$ cat src/mgc_pkg.sv
`timescale 1ns / 1ps

package mgc_pkg;

  localparam int ID_W   = 6;
  localparam int MASK_W = 8;
  localparam int KCNT_W = 7;

  localparam int IN_TDATA_W  = 16;
  localparam int OUT_TDATA_W = 24;
  localparam int OUT_TUSER_W = 2;

  typedef struct packed {
    logic [KCNT_W-1:0] kept_count;
    logic              overflow;
    logic              kept;
    logic [MASK_W-1:0] mask;
    logic [ID_W-1:0]   group_id;
    logic              last;
  } out_beat_t;

endpackage

$ cat src/mgc_ram.sv
`timescale 1ns / 1ps

module mgc_ram #(
  parameter int WIDTH = 8,
  parameter int DEPTH = 64
) (
  input  logic                     clk,
  input  logic                     we,
  input  logic [$clog2(DEPTH)-1:0] waddr,
  input  logic [WIDTH-1:0]         wdata,
  input  logic [$clog2(DEPTH)-1:0] raddr,
  output logic [WIDTH-1:0]         rdata
);

  logic [WIDTH-1:0] mem_r [DEPTH];
  logic [WIDTH-1:0] rdata_r;

  always_ff @(posedge clk) begin
    if (we) begin
      mem_r[waddr] <= wdata;
    end
    rdata_r <= mem_r[raddr];
  end

  assign rdata = rdata_r;

endmodule

$ cat src/masked_group_compaction.sv
`timescale 1ns / 1ps

// Loads a list of (group id, ray mask) beats, one per cycle, into an id RAM and
// a mask RAM of MAX_GROUPS entries; loads beyond capacity are dropped and
// flagged. The beat with tlast starts an in-place two-pointer partition that
// moves groups with a nonzero mask to the front, then every loaded entry is
// sent out in its new order with its kept flag, the kept count on the last
// beat. A front pointer step reads then checks an entry, a back pointer step
// decrements, reads then checks, and a swap writes the back entry to the front
// then the front id to the back, as both RAMs have one registered read port;
// emission reads each result, then loads it into the output register. The
// input is not ready from the tlast beat until the last result is in it.
module masked_group_compaction #(
  parameter int MAX_GROUPS = 64,
  parameter int GROUP_SIZE = 8
) (
  input  logic                                clk,
  input  logic                                rst_n,
  input  logic                                in_tvalid,
  output logic                                in_tready,
  // [5:0] group_id, [13:6] ray_mask, [15:14] zero
  input  logic [mgc_pkg::IN_TDATA_W-1:0]      in_tdata,
  input  logic                                in_tlast,
  output logic                                out_tvalid,
  input  logic                                out_tready,
  // [5:0] out_group_id, [13:6] out_mask, [20:14] kept_count, [23:21] zero
  output logic [mgc_pkg::OUT_TDATA_W-1:0]     out_tdata,
  // [0] kept, [1] overflow
  output logic [mgc_pkg::OUT_TUSER_W-1:0]     out_tuser,
  output logic                                out_tlast
);

  localparam int AW = $clog2(MAX_GROUPS);
  localparam int CW = $clog2(MAX_GROUPS + 1);
  localparam logic [CW-1:0] MAXC = CW'(MAX_GROUPS);
  localparam logic [mgc_pkg::MASK_W-1:0] LANE_MASK =
    (GROUP_SIZE >= 8) ? 8'hFF : 8'((1 << GROUP_SIZE) - 1);

  localparam logic [3:0] S_LOAD = 4'd0;
  localparam logic [3:0] S_FRD  = 4'd1;
  localparam logic [3:0] S_FCHK = 4'd2;
  localparam logic [3:0] S_BDEC = 4'd3;
  localparam logic [3:0] S_BCHK = 4'd4;
  localparam logic [3:0] S_SW2  = 4'd5;
  localparam logic [3:0] S_ERD  = 4'd6;
  localparam logic [3:0] S_ELD  = 4'd7;

  logic [3:0]    state_r, state_nxt;
  logic [CW-1:0] fill_r, fill_nxt;
  logic          ovf_r, ovf_nxt;
  logic [CW-1:0] front_r, front_nxt;
  logic [CW-1:0] back_r, back_nxt;
  logic [CW-1:0] idx_r, idx_nxt;
  logic [CW-1:0] kept_r, kept_nxt;
  logic [mgc_pkg::ID_W-1:0] idf_r, idf_nxt;

  mgc_pkg::out_beat_t out_r, out_nxt;
  logic               out_valid_r, out_valid_nxt;

  logic                      id_we, mask_we;
  logic [AW-1:0]             id_waddr, mask_waddr, raddr;
  logic [mgc_pkg::ID_W-1:0]  id_wdata, id_rd;
  logic [mgc_pkg::MASK_W-1:0] mask_wdata, mask_rd;

  logic          in_acc;
  logic [CW-1:0] front_inc, back_dec, idx_inc;

  assign in_tready = (state_r == S_LOAD);
  assign in_acc    = in_tvalid && in_tready;
  assign front_inc = front_r + CW'(1);
  assign back_dec  = back_r - CW'(1);
  assign idx_inc   = idx_r + CW'(1);

  mgc_ram #(.WIDTH(mgc_pkg::ID_W), .DEPTH(MAX_GROUPS)) u_id_ram (
    .clk   (clk),
    .we    (id_we),
    .waddr (id_waddr),
    .wdata (id_wdata),
    .raddr (raddr),
    .rdata (id_rd)
  );

  mgc_ram #(.WIDTH(mgc_pkg::MASK_W), .DEPTH(MAX_GROUPS)) u_mask_ram (
    .clk   (clk),
    .we    (mask_we),
    .waddr (mask_waddr),
    .wdata (mask_wdata),
    .raddr (raddr),
    .rdata (mask_rd)
  );

  always_comb begin
    state_nxt     = state_r;
    fill_nxt      = fill_r;
    ovf_nxt       = ovf_r;
    front_nxt     = front_r;
    back_nxt      = back_r;
    idx_nxt       = idx_r;
    kept_nxt      = kept_r;
    idf_nxt       = idf_r;
    out_nxt       = out_r;
    out_valid_nxt = out_valid_r && !out_tready;
    id_we         = 1'b0;
    mask_we       = 1'b0;
    id_waddr      = fill_r[AW-1:0];
    mask_waddr    = fill_r[AW-1:0];
    id_wdata      = in_tdata[5:0];
    mask_wdata    = in_tdata[13:6] & LANE_MASK;
    raddr         = '0;
    case (state_r)
      S_LOAD: begin
        if (in_acc) begin
          if (fill_r < MAXC) begin
            id_we    = 1'b1;
            mask_we  = 1'b1;
            fill_nxt = fill_r + CW'(1);
          end else begin
            ovf_nxt = 1'b1;
          end
          if (in_tlast) begin
            front_nxt = '0;
            back_nxt  = (fill_r < MAXC) ? fill_r + CW'(1) : fill_r;
            state_nxt = S_FRD;
          end
        end
      end
      S_FRD: begin
        raddr     = front_r[AW-1:0];
        state_nxt = S_FCHK;
      end
      S_FCHK: begin
        if (mask_rd != '0) begin
          front_nxt = front_inc;
          if (front_inc == back_r) begin
            kept_nxt  = back_r;
            idx_nxt   = '0;
            state_nxt = S_ERD;
          end else begin
            state_nxt = S_FRD;
          end
        end else begin
          idf_nxt   = id_rd;
          state_nxt = S_BDEC;
        end
      end
      S_BDEC: begin
        back_nxt = back_dec;
        raddr    = back_dec[AW-1:0];
        if (front_r == back_dec) begin
          kept_nxt  = back_dec;
          idx_nxt   = '0;
          state_nxt = S_ERD;
        end else begin
          state_nxt = S_BCHK;
        end
      end
      S_BCHK: begin
        if (mask_rd == '0) begin
          state_nxt = S_BDEC;
        end else begin
          id_we      = 1'b1;
          mask_we    = 1'b1;
          id_waddr   = front_r[AW-1:0];
          mask_waddr = front_r[AW-1:0];
          id_wdata   = id_rd;
          mask_wdata = mask_rd;
          state_nxt  = S_SW2;
        end
      end
      S_SW2: begin
        id_we     = 1'b1;
        id_waddr  = back_r[AW-1:0];
        id_wdata  = idf_r;
        front_nxt = front_inc;
        if (front_inc == back_r) begin
          kept_nxt  = back_r;
          idx_nxt   = '0;
          state_nxt = S_ERD;
        end else begin
          state_nxt = S_FRD;
        end
      end
      S_ERD: begin
        raddr = idx_r[AW-1:0];
        if (!out_valid_r || out_tready) begin
          state_nxt = S_ELD;
        end
      end
      S_ELD: begin
        out_valid_nxt       = 1'b1;
        out_nxt.group_id    = id_rd;
        out_nxt.mask        = mask_rd;
        out_nxt.kept        = (idx_r < kept_r);
        out_nxt.overflow    = ovf_r;
        out_nxt.last        = (idx_inc == fill_r);
        out_nxt.kept_count  = (idx_inc == fill_r) ? mgc_pkg::KCNT_W'(kept_r) : '0;
        idx_nxt             = idx_inc;
        if (idx_inc == fill_r) begin
          fill_nxt  = '0;
          ovf_nxt   = 1'b0;
          state_nxt = S_LOAD;
        end else begin
          state_nxt = S_ERD;
        end
      end
      default: begin
        state_nxt = S_LOAD;
      end
    endcase
  end

  always_ff @(posedge clk) begin
    if (!rst_n) begin
      state_r     <= S_LOAD;
      fill_r      <= '0;
      ovf_r       <= 1'b0;
      front_r     <= '0;
      back_r      <= '0;
      idx_r       <= '0;
      kept_r      <= '0;
      out_valid_r <= 1'b0;
    end else begin
      state_r     <= state_nxt;
      fill_r      <= fill_nxt;
      ovf_r       <= ovf_nxt;
      front_r     <= front_nxt;
      back_r      <= back_nxt;
      idx_r       <= idx_nxt;
      kept_r      <= kept_nxt;
      out_valid_r <= out_valid_nxt;
    end
  end

  always_ff @(posedge clk) begin
    idf_r <= idf_nxt;
    out_r <= out_nxt;
  end

  assign out_tvalid = out_valid_r;
  assign out_tdata  = {3'b000, out_r.kept_count, out_r.mask, out_r.group_id};
  assign out_tuser  = {out_r.overflow, out_r.kept};
  assign out_tlast  = out_r.last;

`ifndef SYNTHESIS
  a_ptr_order: assert property (@(posedge clk) disable iff (!rst_n)
    front_r <= back_r)
    else $error("front pointer passed back pointer");

  a_fill_bound: assert property (@(posedge clk) disable iff (!rst_n)
    fill_r <= MAXC)
    else $error("fill count beyond capacity");

  a_count_last_only: assert property (@(posedge clk) disable iff (!rst_n)
    (out_tvalid && !out_tlast) |-> (out_tdata[20:14] == '0))
    else $error("kept count on a beat that is not last");

  a_load_free: assert property (@(posedge clk) disable iff (!rst_n)
    (state_r == S_ELD) |-> !out_valid_r)
    else $error("output register overwritten");

  a_kept_bound: assert property (@(posedge clk) disable iff (!rst_n)
    ((state_r == S_ERD) || (state_r == S_ELD)) |-> (kept_r <= fill_r))
    else $error("kept count above fill count");
`endif

endmodule
$ cat config.mk
export PLATFORM = sky130hd
export DESIGN_NAME = masked_group_compaction
export DESIGN_NICKNAME = d
export VERILOG_FILES = /design/src/mgc_pkg.sv /design/src/mgc_ram.sv /design/src/masked_group_compaction.sv
export SDC_FILE = /design/constraint.sdc
export NUM_CORES = 1
export LEC_CHECK = 0
export ABC_AREA = 0
export CORE_MARGIN = 2
export CORE_UTILIZATION = 60
export CTS_BUF_LIST = sky130_fd_sc_hd__clkbuf_4 sky130_fd_sc_hd__clkbuf_8
export CTS_CLUSTER_DIAMETER = 120
export DETAILED_ROUTE_END_ITERATION = 10
export DONT_BUFFER_PORTS = 1
export GPL_TIMING_DRIVEN = 0
export PLACE_DENSITY = 0.73
export SLEW_MARGIN = 10
export SYNTH_ARGS = -nofsm -noshare
export SYNTH_HDL_FRONTEND = slang
export SYNTH_HIERARCHICAL = 1
export SYNTH_SLANG_ARGS = --single-unit
export TNS_END_PERCENT = 20
$ cat constraint.sdc
create_clock -name clk -period 4.9 [get_ports clk]
set_input_delay 0.735 -clock clk [delete_from_list [all_inputs] [get_ports clk]]
set_output_delay 0.735 -clock clk [all_outputs]
set_load 0.01 [all_outputs]
==> summary.txt <==
Placed design
  – Post-DP Area: 41100 um^2
  – GPL Wtd Cong: just over 0.9
  – Pre-CTS WS: -0.6658 ns
  – PortBufs: 0
  – Hpwl dp: 64.49 mm

Finish
  – Register area: approximately 29000 um^2
  – Final #Nets: roughly 2400
  – Multi-input logic area: between 10000 and 15000 um^2
  – Final non-filler cell area: 44230 um^2
  – Area growth from synthesis to layout: 11.40%
  – Fin util: between 60% and 70%
  – Fill cell count: 4165
  – Proportion of layout cells with a drive suffix above 1: ~25%

Clocking
  – TritonCTS clock tree: yes
  – Clock Latency Late Sink: 0.80 ns
  – Clock tree buffer depth: 3
  – CTS clock-pin slew for the worst setup and hold paths: around 0.06 ns
  – Clock root buffer: clkbuf_8
  – CTS sink cnt: between 900 and 1000
  – TritonCTS Buffers: 153
  – CTS H-Tree Depth: 4

STA
  – Fin. max-slew vios: 0
  – Slew @ Worst Pin: 1.193 ns
  – Final Hold Viols: 0
  – Final Critical Period: 4.798 ns
  – Clock Skew: 0.04238 ns
  – Setup Viol. Count Final: 0
  – Final worst slack: between 0.1 and 0.15 ns
  – Worst slew margin: about a fifth
  – Sum Neg Setup Slack: 0 ns
  – Final Cycle Share: roughly 98%
  – Fmax: 208.4 MHz

Yosys
  – Post-synth top cells: 926 x edfxtp_1, 213 x mux4_2, 195 x nor2_1, 84 x nand2_1, 54 x dfxtp_1
  – Register bit total from synthesis: 980
  – Syn. warnings: 6
  – Prevailing post-synth register cell: edfxtp_1
  – Post-Synthesis Cells: 2150
  – FFs w/ async S/R, synth: 0%
  – Most frequent cell after synthesis: edfxtp_1
  – Post-synth cell types: between 80 and 90
  – Synthesized area: 39700 um^2
  – Synth top area cells: edfxtp_1 70%, mux4_2 12%, dfxtp_1 2.7%
  – Post-synthesis sequential area ratio: between 70% and 80%
  – Syn Area/Cell: 18.47 um^2
  – Synth area leader: edfxtp_1
  – Post-synth EDFFs: just over 900
  – Synth top area share: around 70%

Route
  – Drt initial violations: 2847
  – Final ANT Viol Nets: 0
  – Final wirelength: approximately 97 mm
  – # DRC: 0
  – Via/cell ratio: approximately 6.6
  – Routed len/inst: slightly below 30 um
  – Pre-Repair DR Iteration Count: 7
  – Vias: 21920

Die
  – Core ar.: 65630 um^2
  – Die W: 261.2 um
  – Initial Utilization: 60.50%
  – Die span in y: ~260 um
  – Rows: 94
  – I/O Pins: 50
  – Die Area: 68240 um^2

Setup path
  – Critical path origin: state_r[2]
  – Crit. End Element: flip-flop
  – Critical Path AT: roughly 5.4 ns
  – Worst reg2reg startpoint: state_r[2]
  – Crit-path max FO: 10
  – Worst Setup Start Kind: flip-flop
  – Crit Path Class: reg -> reg
  – Worst path required time: around 5.5 ns

Global routing
  – Gr ovfl total: 0
  – Total GRT Usage: 28.87%
  – Vias in the first global route: 21480
  – Initial antenna violation count: 3
  – Largest net degree at the start of global routing: 53
  – First-pass GRT wire length: 140.5 mm

Status
  – Outcome: finished clean

Pwr
  – Pleak: 13.79 nW
  – Net Sw Frac: around 29%
  – Reg power frac: 48.4%
  – Combinational Power Share: around a fifth
  – Max VDD drop: between 200 and 300 uV
  – Internal: between 15 and 20 mW
  – Clock network power share: about a third
  – Total Power: about 22 mW
  – Net Sw Power: 6.254 mW
  – Cell Pwr Density: between 400 and 500 nW/um^2

Run
  – Max-Cap Viols: 0

Worst hold path
  – Hold path start: out_tready
  – HP Class: in -> reg
placed cells by master (no fill, tap or decap), types with 15 or more instances in the layout:
cell      synthesis  layout
clkbuf_4          0      54
a22oi_1          15      15
edfxtp_1        926     926
mux2i_1          40      39
nand2_1          84      84
buf_12            4      16
o21ai_0          23      23
o21ai_1          16      16
nor2_1          195     194
buf_4            21      21
inv_1            23      17
buf_2            36      36
mux4_2          213     213
nor2b_1          30      30
clkbuf_1         50      48
dfxtp_1          54      53
clkinv_1          1      26
nand2b_1         19      19
nand3_1          38      38
a21oi_1          38      38
o22ai_1          21      21
o221ai_1         17      17
mux2_2           23      23
xnor2_1          21      21
clkbuf_8          0     161
what timing repair did:
item                       in CTS  in global routing
setup buffers                   1                  0
setup endpoints to repair      14                  6
gates resized for setup         4                  6
hold buffers                    0                  0
pin swaps                       1                  0
routing by layer:
| layer | global-route usage (%) | vias up | part of all wire, % |
|---|---|---|---|
| met5 | 0 | - | 0.023 |
| met4 | 10.65 | 4 | 2.9 |
| met3 | 7.820 | 192 | 12 |
| met2 | 43.23 | 1460 | 47 |
| met1 | 41.44 | 11180 | 38 |
| li1 | - | 9084 | - |
path summary, 6_finish.rpt:
kind | cells after the start | endpoint | slack (ns)
max reg2reg | 12 | u_mask_ram/rdata[6] | 0.10
max | 12 | u_mask_ram/rdata[6] | 0.10
min | 2 | out_tvalid | 0.24
min reg2reg | 0 | out_tdata[11] | 0.46
critical path: stages (launching register included):
cell and delay (ns):
dfxtp_1 0.40, clkbuf_1 0.44, nand2_1 0.29, nor2_1 0.35, a22o_1 0.27, buf_4 0.26
buf_2 0.37, clkdlybuf4s15_1 0.82, nand2_1 0.26, a211oi_1 0.34, nor4_1 0.08, nor3_1 0.50
o32ai_2 0.25
cell families (layout without fill, tap and decap cells):
group / count (synthesis) / after routing / share of synthesized area, %
compound gates: 240 / 240 / 4.409
xor+xnor: 37 / 37 / 0.8919
fa+ha+maj: 11 / 11 / 0.3467
buf+inv: 152 / 434 / 2.130
flops: 980 / 980 / 72.76
mux: 282 / 282 / 14.14
other cells: 1 / 4 / 0.009445
simple gates: 447 / 447 / 5.310
state kept, by name, summed over array words and instances (netlist names):
register / count
idx_r: 7
u_mask_ram/rdata: 8
fill_r: 7
out_tlast: 1
u_mask_ram/mem_r: 512
front_r: 7
out_tuser: 2
u_id_ram/rdata: 6
out_tvalid: 1
kept_r: 7
state_r: 3
idf_r: 6
ovf_r: 1
back_r: 7
out_tdata: 21
u_id_ram/mem_r: 384
power groups by stage:
stage	sequential [mW]	clock, mW	combinational (mW)
2_1_floorplan	10.6	0	2.40
3_3_place_gp	10.7	0	3.82
3_5_place_dp	10.6	0	4.22
4_1_cts	10.4	6.94	4.25
5_1_grt	10.5	7.29	4.55
6_report	10.5	6.83	4.34
metrics by stage:
stage	std cells	hold slack, ns
3_5_place_dp	3030	0.4475
5_1_grt	3299	0.2357
3_3_place_gp	3016	0.4426
2_1_floorplan	2152	0.4262
4_1_cts	3300	0.1951
6_report	3299	0.2431
cell type report:
class,instances,area share [%]
clock inverters,54,0.9591
inverters,25,0.2122
plain buffers,125,1.697
well taps,864,2.444
diodes,1,0.005658
flip-flops and latches,980,65.32
repair buffers,15,0.7299
multi-input cells,1020,22.70
clock buffers,215,5.927
Note: power is estimated with default switching activity, not from simulation.
